## src/hw/rtl/tmts_pkg.sv

```systemverilog
`timescale 1ns / 1ps
// ----------------------------------------------------------------------------
// tmts_pkg
// Shared types and constants of the tempo map tick to seconds engine.
// ----------------------------------------------------------------------------
package tmts_pkg;

  localparam logic [1:0] OP_TEMPO = 2'd0;
  localparam logic [1:0] OP_DELAY = 2'd1;
  localparam logic [1:0] OP_QUERY = 2'd2;
  localparam logic [1:0] OP_CLEAR = 2'd3;

  localparam logic [1:0] ST_OK    = 2'd0;
  localparam logic [1:0] ST_EMPTY = 2'd1;
  localparam logic [1:0] ST_FULL  = 2'd2;
  localparam logic [1:0] ST_ZERO  = 2'd3;

  localparam logic REG_TICK_RATE     = 1'b0;
  localparam logic REG_DEFAULT_TEMPO = 1'b1;

  localparam logic [15:0] TICK_RATE_RESET     = 16'd96;
  localparam logic [30:0] DEFAULT_TEMPO_RESET = 31'd7864320;

  localparam int DIV_STEPS = 80;
  localparam int DIV_CW    = 7;

  typedef struct packed {
    logic [1:0]         op;
    logic [23:0]        event_tick;
    logic signed [31:0] event_value;
  } item_t;

  typedef struct packed {
    logic signed [63:0] seconds;
    logic [1:0]         status;
  } result_t;

  typedef enum logic [2:0] {
    EMIT_NONE,
    EMIT_CLEAR,
    EMIT_EMPTY,
    EMIT_FULL,
    EMIT_TIME
  } emit_t;

  typedef struct packed {
    logic  load;
    logic  clear;
    logic  srch_init;
    logic  srch_rd;
    logic  srch_cmp;
    logic  prep;
    logic  mul;
    logic  div_step;
    logic  fin;
    logic  add;
    logic  delay;
    logic  write;
    emit_t emit;
  } dp_cmd_t;

  typedef struct packed {
    logic [1:0] op;
    logic       empty;
    logic       drop;
    logic       more;
    logic       div_last;
  } dp_stat_t;

endpackage

```

## src/hw/rtl/tmts_ctrl.sv

```systemverilog
`timescale 1ns / 1ps
// ----------------------------------------------------------------------------
// tmts_ctrl
// Sequencer: dispatch, clear, search, scaling division, accumulation, delay and table write steps.
// ----------------------------------------------------------------------------
module tmts_ctrl (
  input  logic              clk,
  input  logic              rst,
  input  logic              start,
  output logic              busy,
  input  tmts_pkg::dp_stat_t stat,
  output tmts_pkg::dp_cmd_t  cmd
);
  import tmts_pkg::*;

  typedef enum logic [3:0] {
    S_IDLE,
    S_DISPATCH,
    S_SRCH,
    S_SRCH_CMP,
    S_ENT_WAIT,
    S_MUL,
    S_DIV,
    S_FIN,
    S_ADD,
    S_DELAY,
    S_WRITE,
    S_EMIT
  } state_t;

  state_t state;
  state_t state_next;

  assign busy = (state != S_IDLE);

  always_comb begin
    cmd        = '0;
    cmd.emit   = EMIT_NONE;
    state_next = state;
    case (state)
      S_IDLE: begin
        if (start) begin
          cmd.load   = 1'b1;
          state_next = S_DISPATCH;
        end
      end
      S_DISPATCH: begin
        case (stat.op)
          OP_CLEAR: begin
            cmd.clear  = 1'b1;
            cmd.emit   = EMIT_CLEAR;
            state_next = S_IDLE;
          end
          OP_QUERY: begin
            if (stat.empty) begin
              cmd.emit   = EMIT_EMPTY;
              state_next = S_IDLE;
            end else begin
              cmd.srch_init = 1'b1;
              state_next    = S_SRCH;
            end
          end
          default: begin
            if (stat.drop) begin
              cmd.emit   = EMIT_FULL;
              state_next = S_IDLE;
            end else begin
              cmd.prep   = 1'b1;
              state_next = S_MUL;
            end
          end
        endcase
      end
      S_SRCH: begin
        if (stat.more) begin
          cmd.srch_rd = 1'b1;
          state_next  = S_SRCH_CMP;
        end else begin
          state_next = S_ENT_WAIT;
        end
      end
      S_SRCH_CMP: begin
        cmd.srch_cmp = 1'b1;
        state_next   = S_SRCH;
      end
      S_ENT_WAIT: begin
        cmd.prep   = 1'b1;
        state_next = S_MUL;
      end
      S_MUL: begin
        cmd.mul    = 1'b1;
        state_next = S_DIV;
      end
      S_DIV: begin
        cmd.div_step = 1'b1;
        if (stat.div_last) begin
          state_next = S_FIN;
        end
      end
      S_FIN: begin
        cmd.fin    = 1'b1;
        state_next = S_ADD;
      end
      S_ADD: begin
        cmd.add    = 1'b1;
        state_next = (stat.op == OP_QUERY) ? S_EMIT : S_DELAY;
      end
      S_DELAY: begin
        cmd.delay  = 1'b1;
        state_next = S_WRITE;
      end
      S_WRITE: begin
        cmd.write  = 1'b1;
        cmd.emit   = EMIT_TIME;
        state_next = S_IDLE;
      end
      S_EMIT: begin
        cmd.emit   = EMIT_TIME;
        state_next = S_IDLE;
      end
      default: begin
        state_next = S_IDLE;
      end
    endcase
  end

  always_ff @(posedge clk) begin
    if (rst) begin
      state <= S_IDLE;
    end else begin
      state <= state_next;
    end
  end

`ifndef SYNTHESIS
  a_start_busy: assert property (@(posedge clk) disable iff (rst)
    (start && !busy) |=> busy)
    else $error("accepted word did not raise busy");
  a_cmp_after_rd: assert property (@(posedge clk) disable iff (rst)
    (state == S_SRCH_CMP) |-> ($past(state) == S_SRCH))
    else $error("search compare without read");
  a_fin_after_div: assert property (@(posedge clk) disable iff (rst)
    (state == S_FIN) |-> ($past(state) == S_DIV && $past(stat.div_last)))
    else $error("division cut short");
`endif

endmodule

```

## config.mk

```make
export PLATFORM = sky130hd
export DESIGN_NAME = tmts_ctrl
export DESIGN_NICKNAME = d
export VERILOG_FILES = /design/src/hw/rtl/tmts_pkg.sv /design/src/hw/rtl/tmts_ctrl.sv
export SDC_FILE = /design/constraint.sdc
export NUM_CORES = 1
export LEC_CHECK = 0
export BUFFER_PORTS_ARGS = -buffer_cell sky130_fd_sc_hd__buf_2
export CAP_MARGIN = 10
export CORE_AREA = 2 2 39 41
export CTS_CLUSTER_DIAMETER = 150
export DETAILED_ROUTE_END_ITERATION = 6
export DIE_AREA = 0 0 41 43
export PLACE_DENSITY = 0.68
export SYNTH_ARGS = -nofsm -noshare
export SYNTH_HDL_FRONTEND = slang
export SYNTH_SLANG_ARGS = --single-unit
```

## constraint.sdc

```tcl
create_clock -name clk -period 1.25 [get_ports clk]
set_input_delay 0.125 -clock clk [delete_from_list [all_inputs] [get_ports clk]]
set_output_delay 0.125 -clock clk [all_outputs]
set_load 0.01 [all_outputs]
```

==> flow_metrics.env, run 1 <==
export IMPL_yosysWarnings=0
export IMPL_overflow=0
export IMPL_grt_pass1_wl_mm=1.92
export IMPL_ioPinCount=25
export IMPL_drive_gt1_share_pct=69.5
export IMPL_max_flop_register="state"
export IMPL_hold_violations=0
export IMPL_clockBufferDepth=2
export IMPL_powerDensity_mw_per_mm2=689
export IMPL_drc_errors=0
export IMPL_initial_utilization_pct=28.3
export IMPL_hp_class="input pin to register"
export IMPL_worstSetupStartpointType="register"
export IMPL_static_leakage_power_nw=0.387
export IMPL_die_area_sq_mm=0.00176
export IMPL_track_usage_pct=15.3
export IMPL_synth_seq_area_share_pct=20.4
export IMPL_synthDistinctLibCells=22
export IMPL_ys_ff_latch=4
export IMPL_die_h_um=43
export IMPL_crit_slowest_cell="or4b_4"
export IMPL_gp_congestion=0.777
export IMPL_critical_path_cell_chain="or4b_4, a211oi_2, buf_2"
export IMPL_p_switching_mw=0.203
export IMPL_place_inst=111
export IMPL_design_area_sq_um=841
export IMPL_cts_root_buf="clkbuf_4"
export IMPL_pwr_share_clk_pct=28.1
export IMPL_p_int_mw=0.376
export IMPL_instances_no_fill=121
export IMPL_antennaDiodeCount=0
export IMPL_wl_per_cell_um=11.5
export IMPL_largest_register_ff_count=4
export IMPL_finalCritPeriodShare_pct=122
export IMPL_clock_skew_ns=0.00385
export IMPL_worstSetupPathType="register to output port"
export IMPL_synth_avg_cell_area_sq_um=6.03
export IMPL_largestRegisters="state: 4 flops"
export IMPL_dp_hpwl_um=959
export IMPL_rsz0062_at_grt="yes"
export IMPL_fin_ws_ns=-0.281
export IMPL_path_clk_slew_ns=0.04
export IMPL_placed_area_sq_um=608
export IMPL_cts_buffers=3
export IMPL_p_comb_share_pct=47.4
export IMPL_power_share_sequential_pct=24.5
export IMPL_fin_crit_ns=1.53
export IMPL_viasPerCell=4.88
export IMPL_netlist_area_sq_um=392
export IMPL_path_max_fanout=2
export IMPL_clock_sinks=4
export IMPL_die_x_um=41
export IMPL_drv_slew=0
export IMPL_htree_levels=1
export IMPL_reg2reg_setup_slack_ns=-0.25
export IMPL_grt_pass1_vias=477
export IMPL_core_sq_mm=0.00138
export IMPL_drt_iter0_drc=1
export IMPL_nNetsFinal=116
export IMPL_required_ns=1.12
export IMPL_grt_max_degree=12
export IMPL_insertion_delay_ns=0.23
export IMPL_worstPathArrival_ns=1.41
export IMPL_ir_drop_mv=0.462
export IMPL_endpoint_kind="output port"
export IMPL_routed_wl_mm=1.39
export IMPL_outcome="finished, violations left"
export IMPL_syn_num_nets=74
export IMPL_final_antenna_net_count=0
export IMPL_antenna_found_initial=0
export IMPL_violations="negative setup slack"
export IMPL_syn_inst=65
export IMPL_tns_ns=-1.72
export IMPL_p_sw_share_pct=35.0
export IMPL_rows=14
export IMPL_worst_pin_slew_ns=0.305
export IMPL_post_route_util_pct=60.8
export IMPL_holdBufCountCts=0
export IMPL_tritoncts="built"
export IMPL_cpPeakStageDelay_ns=0.48
export IMPL_max_clock_freq_ghz=0.653
export IMPL_synthToLayoutAreaGrowth_pct=115
export IMPL_nFillCells=138
export IMPL_drv_cap=0
export IMPL_port_buffers=24
export IMPL_finalSetupViolCount=17
export IMPL_vias=591
export IMPL_first_pass_iters=2
export IMPL_timing_slew_headroom_pct=79.5
## final cells by class
type                            instances  area (sq um)  share of cell area, %
Sequential cell                         4          82.6                   9.82
Inverter                                3          11.3                   1.34
Tap cell                               16          20.0                   2.38
Timing Repair Buffer                   41           300                   35.7
Clock buffer                            3          22.5                   2.68
Multi-Input combinational cell         54           404                   48.1
## critical path, delay by kind of cell (launching register included)
| kind | cells | cell delay [ns] |
|---|---|---|
| simple gates | 1 | 0.48 |
| flops | 1 | 0.32 |
| compound gates | 1 | 0.21 |
| buf+inv | 1 | 0.17 |
## per-stage QoR
step	worst slack, ns	power (mW)	hold slack (ns)
2_1_floorplan	-0.236	0.262	0.194
3_3_place_gp	-0.133	0.342	0.358
3_5_place_dp	-0.211	0.347	0.357
4_1_cts	-0.298	0.546	0.109
5_1_grt	-0.308	0.618	0.117
6_report	-0.281	0.579	0.100
## final timing paths
kind / start / to / cells past startpoint
max: state[2]$_SDFFE_PP0P_ / cmd[9] / 3
min: rst / state[2]$_SDFFE_PP0P_ / 2
max reg2reg: state[2]$_SDFFE_PP0P_ / state[0]$_SDFFE_PP0P_ / 5
min reg2reg: state[1]$_SDFFE_PP0P_ / state[1]$_SDFFE_PP0P_ / 4
## cells in the mapped netlist, drive strengths merged
| master | number | area [sq um] |
|---|---|---|
| dfxtp | 4 | 80.1 |
| buf | 1 | 5.00 |
| nand3 | 1 | 5.00 |
| or3 | 2 | 12.5 |
| inv | 3 | 11.3 |
| nand2 | 7 | 26.3 |
| nor3 | 4 | 20.0 |
| o21ai | 5 | 25.0 |
| or4b | 1 | 10.0 |
| a21oi | 5 | 25.0 |
| nor2b | 1 | 6.26 |
| nor2 | 15 | 56.3 |
| and3 | 2 | 12.5 |
| o22ai | 1 | 6.26 |
| nor4 | 1 | 12.5 |
| clkbuf | 3 | 11.3 |
| nand2b | 6 | 37.5 |
| a31oi | 1 | 6.26 |
| a211oi | 1 | 12.5 |
| o21ba | 1 | 10.0 |
## layout by cell type (no fill, tap or decap), types with 2 or more instances in the layout
| master | instances |
|---|---|
| a21oi_2 | 4 |
| nand2b_1 | 4 |
| nor2_4 | 6 |
| nor2_1 | 7 |
| nor3_2 | 3 |
| buf_4 | 8 |
| dfxtp_2 | 2 |
| clkbuf_4 | 3 |
| inv_2 | 2 |
| nand2b_4 | 2 |
| o21ai_1 | 2 |
| buf_6 | 12 |
| buf_2 | 21 |
| dfxtp_1 | 2 |
| nand2_1 | 6 |
| o21ai_0 | 2 |
| nor2_2 | 2 |
## routing by layer
| layer | vias to the layer above | wire (um) | track usage [%] |
|---|---|---|---|
| met5 | - | 0 | 0 |
| met4 | 0 | 0 | 4.00 |
| met3 | 0 | 63 | 1.57 |
| met2 | 18 | 770 | 25.3 |
| met1 | 273 | 557 | 20.0 |
| li1 | 300 | - | - |
## kinds of logic (layout without fill, tap and decap cells)
logic type | after synthesis | in the layout | share of synthesized area (%)
simple gates | 40 | 40 | 50.8
compound gates | 14 | 14 | 21.7
buf+inv | 7 | 47 | 7.03
flops | 4 | 4 | 20.4
## what timing repair did
| item | in CTS | in global routing |
|---|---|---|
| gates resized for setup | 18 | 22 |
| buffers inserted | 4 | 3 |
| endpoints found under the hold margin | 0 | 0 |
| endpoints found under the setup margin | 18 | 18 |
| pin swaps | 6 | 9 |
## power groups by stage
stage	Combinational, mW	Clock, mW	Sequential, mW
floorplan	0.119	0	0.143
global placement	0.200	0	0.142
detailed placement	0.204	0	0.143
CTS	0.235	0.169	0.142
global route	0.297	0.179	0.143
finish	0.274	0.163	0.142
Note: power is estimated with default switching activity, not from simulation.
==> inputs of run 2 (changes only) <==
--- a/config.mk
+++ b/config.mk
@@ -8,7 +8,7 @@
 export BUFFER_PORTS_ARGS = -buffer_cell sky130_fd_sc_hd__buf_2
 export CAP_MARGIN = 10
 export CORE_AREA = 2 2 39 41
-export CTS_CLUSTER_DIAMETER = 150
+export CTS_CLUSTER_DIAMETER = 60
 export DETAILED_ROUTE_END_ITERATION = 6
 export DIE_AREA = 0 0 41 43
 export PLACE_DENSITY = 0.68
==> constraint.sdc (replaced) <==
create_clock -name clk -period 1.25 [get_ports clk]
set_input_delay 0.1875 -clock clk [delete_from_list [all_inputs] [get_ports clk]]
set_output_delay 0.1875 -clock clk [all_outputs]
set_load 0.01 [all_outputs]
==> flow_metrics.env, run 2 (synthesized netlist as in run 1, its figures left out) <==
export IMPL_final_antenna_net_count=0
export IMPL_drt_iter0_drc=9
export IMPL_first_pass_iters=4
export IMPL_tritoncts="built"
export IMPL_finalCritPeriodShare_pct=129
export IMPL_clock_skew_ns=0.00145
export IMPL_timing_slew_headroom_pct=83.7
export IMPL_drv_slew=0
export IMPL_synthToLayoutAreaGrowth_pct=100
export IMPL_core_sq_mm=0.00138
export IMPL_path_clk_slew_ns=0.04
export IMPL_pre_cts_slack_ns=-0.260
export IMPL_hold_violations=0
export IMPL_powerDensity_mw_per_mm2=749
export IMPL_viasPerCell=4.89
export IMPL_die_x_um=41
export IMPL_overflow=0
export IMPL_nFillCells=144
export IMPL_holdBufCountCts=0
export IMPL_required_ns=1.06
export IMPL_reg2regPathDepth=4
export IMPL_largestRegisters="state: 4 flops"
export IMPL_dp_hpwl_um=895
export IMPL_drv_cap=0
export IMPL_layout_common_cells="buf_2, buf_6, nor2_1"
export IMPL_ir_drop_mv=0.576
export IMPL_port_buffers=24
export IMPL_drc_errors=0
export IMPL_htree_levels=1
export IMPL_track_usage_pct=15.7
export IMPL_routed_wl_mm=1.32
export IMPL_rsz0062_at_grt="yes"
export IMPL_wl_per_cell_um=11.4
export IMPL_gp_congestion=0.769
export IMPL_clock_sinks=4
export IMPL_fin_crit_ns=1.61
export IMPL_endpoint_kind="output port"
export IMPL_worst_pin_slew_ns=0.242
export IMPL_max_flop_register="state"
export IMPL_worstSetupPathType="register to output port"
export IMPL_insertion_delay_ns=0.24
export IMPL_nNetsFinal=111
export IMPL_use_met3_pct=0
export IMPL_cts_buffers=3
export IMPL_die_area_sq_mm=0.00176
export IMPL_path_max_fanout=2
export IMPL_fin_ws_ns=-0.362
export IMPL_rows=14
export IMPL_vias=567
export IMPL_worstPathArrival_ns=1.42
export IMPL_violations="negative setup slack"
export IMPL_ff_latch_area_sq_um=83.8
export IMPL_static_leakage_power_nw=0.364
export IMPL_die_h_um=43
export IMPL_outcome="finished, violations left"
export IMPL_whs_path_depth=2
export IMPL_hp_class="input pin to register"
export IMPL_finalSetupViolCount=17
export IMPL_grt_pass1_wl_mm=1.95
export IMPL_clockBufferDepth=2
export IMPL_tns_ns=-2.51
export IMPL_multiInputGateArea_sq_um=383
export IMPL_met2_usage_pct=23.8
export IMPL_antenna_found_initial=0
export IMPL_grt_busiest_layer="met2"
export IMPL_drive_gt1_share_pct=63.0
export IMPL_grt_pass1_vias=433
export IMPL_grt_max_degree=12
export IMPL_max_clock_freq_ghz=0.620
export IMPL_met1_usage_pct=21.9
export IMPL_initial_utilization_pct=28.3
export IMPL_largest_register_ff_count=4
export IMPL_cts_root_buf="clkbuf_4"
export IMPL_antennaDiodeCount=0
export IMPL_ioPinCount=25
export IMPL_worstSetupStartpointType="register"
export IMPL_final_common_cell="buf_2"
run 2: path summary, 6_finish.rpt:
path | startpoint | to | slack, ns
max | state[2]$_SDFFE_PP0P_ | cmd[9] | -0.36
min | rst | state[1]$_SDFFE_PP0P_ | 0.19
max reg2reg | state[2]$_SDFFE_PP0P_ | state[0]$_SDFFE_PP0P_ | -0.21
min reg2reg | state[3]$_SDFFE_PP0P_ | state[2]$_SDFFE_PP0P_ | 0.72
run 2: cell type report:
| type | count | share of cell area, % |
|---|---|---|
| clock buffer | 3 | 2.88 |
| tap | 16 | 2.56 |
| timing repair buffer | 36 | 33.5 |
| multi-input combinational | 54 | 48.9 |
| inverter | 3 | 1.44 |
| sequential | 4 | 10.7 |
run 2: where the power goes:
part           internal [mW]  switching, mW
clock                  0.108         0.0629
combinational          0.136          0.136
sequential             0.138        0.00601
run 2: timing repair:
item	CTS	global route
endpoints found under the hold margin	0	0
setup endpoints to repair	19	19
pin swaps	10	4
gates resized for setup	22	13
setup buffers	5	1
run 2: routing by layer:
metal	share of wire [%]	wire length, um
met2	50	660
met1	42	558
met4	2.1	28
met3	5.7	75
met5	0	0
run 2: worst max-delay path: stages (launching register included):
cell      delay, ns
dfxtp_2        0.32
or4b_4         0.48
a211oi_2       0.22
buf_2          0.17
run 2: metrics by stage:
stage	hold slack, ns	power, mW	cells	util [%]	instance area, sq um
2_1_floorplan	0.257	0.262	65	-	412
3_3_place_gp	0.417	0.342	109	42.9	593
3_5_place_dp	0.420	0.343	109	42.9	593
4_1_cts	0.163	0.572	116	53.2	736
5_1_grt	0.200	0.617	116	56.6	783
6_report	0.193	0.587	116	56.6	783
==> inputs of run 3 (changes only) <==
--- a/config.mk
+++ b/config.mk
@@ -7,11 +7,12 @@
 export LEC_CHECK = 0
 export BUFFER_PORTS_ARGS = -buffer_cell sky130_fd_sc_hd__buf_2
 export CAP_MARGIN = 10
-export CORE_AREA = 2 2 39 41
+export CELL_PAD_IN_SITES_DETAIL_PLACEMENT = 0
+export CELL_PAD_IN_SITES_GLOBAL_PLACEMENT = 1
+export CORE_UTILIZATION = 22
 export CTS_CLUSTER_DIAMETER = 60
 export DETAILED_ROUTE_END_ITERATION = 6
-export DIE_AREA = 0 0 41 43
-export PLACE_DENSITY = 0.68
+export PLACE_DENSITY = 0.77
 export SYNTH_ARGS = -nofsm -noshare
 export SYNTH_HDL_FRONTEND = slang
 export SYNTH_SLANG_ARGS = --single-unit
==> flow_metrics.env, run 3 (synthesized netlist as in run 1, its figures left out) <==
export IMPL_die_area_sq_mm=0.00195
export IMPL_clock_sinks=4
export IMPL_cts_root_buf="clkbuf_4"
export IMPL_timing_slew_headroom_pct=78.9
export IMPL_outcome="finished, violations left"
export IMPL_antenna_found_initial=0
export IMPL_dp_hpwl_mm=1.00
export IMPL_total_power_mw=0.700
export IMPL_critical_path_cell_chain="or4b_4, a211oi_2, buf_2"
export IMPL_cts_buffers=3
export IMPL_worst_pin_slew_ns=0.314
export IMPL_largestRegisters="state: 4 flops"
export IMPL_die_x_um=44.2
export IMPL_ioPinCount=25
export IMPL_fin_ws_ns=-0.351
export IMPL_antennaDiodeCount=0
export IMPL_static_leakage_power_nw=0.462
export IMPL_crit_slowest_cell="or4b_4"
export IMPL_drv_slew=0
export IMPL_nNetsFinal=126
export IMPL_grt_max_degree=9
export IMPL_vias=676
export IMPL_grt_pass1_vias=621
export IMPL_finalSetupViolCount=18
export IMPL_initial_utilization_pct=24.8
export IMPL_ir_drop_mv=0.352
export IMPL_holdBufCountCts=0
export IMPL_path_max_fanout=2
export IMPL_overflow=0
export IMPL_insertion_delay_ns=0.24
export IMPL_multiInputGateArea_sq_um=410
export IMPL_core_sq_mm=0.00158
export IMPL_rows=14
export IMPL_path_clk_slew_ns=0.04
export IMPL_placed_area_sq_um=616
export IMPL_final_antenna_net_count=0
export IMPL_drv_cap=0
export IMPL_ff_latch_area_sq_um=85.1
export IMPL_clock_skew_ns=0.000865
export IMPL_layout_common_cells="buf_2, buf_6, buf_4"
export IMPL_synthToLayoutAreaGrowth_pct=143
export IMPL_worstPathArrival_ns=1.41
export IMPL_port_buffers=24
export IMPL_pre_cts_slack_ns=-0.202
export IMPL_hp_class="input pin to register"
export IMPL_required_ns=1.06
export IMPL_tritoncts="built"
export IMPL_cpPeakStageDelay_ns=0.46
export IMPL_die_h_um=44.2
export IMPL_grt_pass1_wl_mm=2.70
export IMPL_gp_congestion=0.758
export IMPL_nFillCells=142
export IMPL_htree_levels=1
export IMPL_design_area_sq_um=953
export IMPL_drc_errors=0
export IMPL_worstSetupStartpointType="register"
export IMPL_worstSetupPathType="register to output port"
export IMPL_violations="negative setup slack"
export IMPL_finalCritPeriodShare_pct=128
export IMPL_reg2reg_setup_slack_ns=-0.27
export IMPL_routed_wl_mm=1.89
export IMPL_crit_family="simple AND/OR/NAND/NOR gates"
export IMPL_rsz0062_at_grt="yes"
export IMPL_drt_iter0_drc=8
export IMPL_endpoint_kind="output port"
export IMPL_max_clock_freq_ghz=0.624
export IMPL_wl_per_cell_um=14.4
export IMPL_track_usage_pct=19.0
export IMPL_final_common_cell="buf_2"
export IMPL_powerDensity_mw_per_mm2=734
export IMPL_max_flop_register="state"
export IMPL_hold_violations=0
export IMPL_fin_crit_ns=1.60
export IMPL_cp_num_buf_inv=1
export IMPL_viasPerCell=5.16
export IMPL_clockBufferDepth=2
export IMPL_first_pass_iters=5
export IMPL_hold_ws_ns=0.156
export IMPL_largest_register_ff_count=4
export IMPL_drive_gt1_share_pct=73.0
==> run 3: per-stage QoR <==
stage / utilization [%] / cells / setup TNS [ns]
floorplan: - / 65 / -0.356
global placement: 39.0 / 112 / -0.552
detailed placement: 39.0 / 112 / -0.608
CTS: 55.6 / 131 / -3.41
global route: 60.5 / 131 / -4.44
finish: 60.5 / 131 / -3.27
==> run 3: cell type report <==
type                            count  share of cell area (%)
Multi-Input combinational cell     54                    43.0
Timing Repair Buffer               51                    42.1
Sequential cell                     4                    8.92
Clock buffer                        3                    2.36
Tap cell                           16                    2.10
Inverter                            3                    1.44
==> run 3: repair_timing <==
item | CTS | global route
resized for setup | 31 | 22
setup endpoints to repair | 20 | 20
setup buffers | 16 | 2
pin swaps | 13 | 5
==> run 3: power breakdown <==
group	internal, mW	switching, mW
registers	0.139	0.00590
clock network	0.108	0.0634
logic	0.206	0.178
==> run 3: metal layers <==
metal  wire length [um]  track usage, %  vias to the layer above
li1                   -               -                      324
met1                710            19.0                      327
met2               1070            35.9                       21
met3                 74            6.53                        4
met4                 29            6.67                        0
met5                  0               0                        -
==> run 3: worst paths after layout <==
kind | from | end | cells past startpoint
min | rst | state[1]$_SDFFE_PP0P_ | 2
max reg2reg | state[0]$_SDFFE_PP0P_ | state[0]$_SDFFE_PP0P_ | 5
min reg2reg | state[1]$_SDFFE_PP0P_ | state[1]$_SDFFE_PP0P_ | 4
max | state[0]$_SDFFE_PP0P_ | cmd[9] | 3
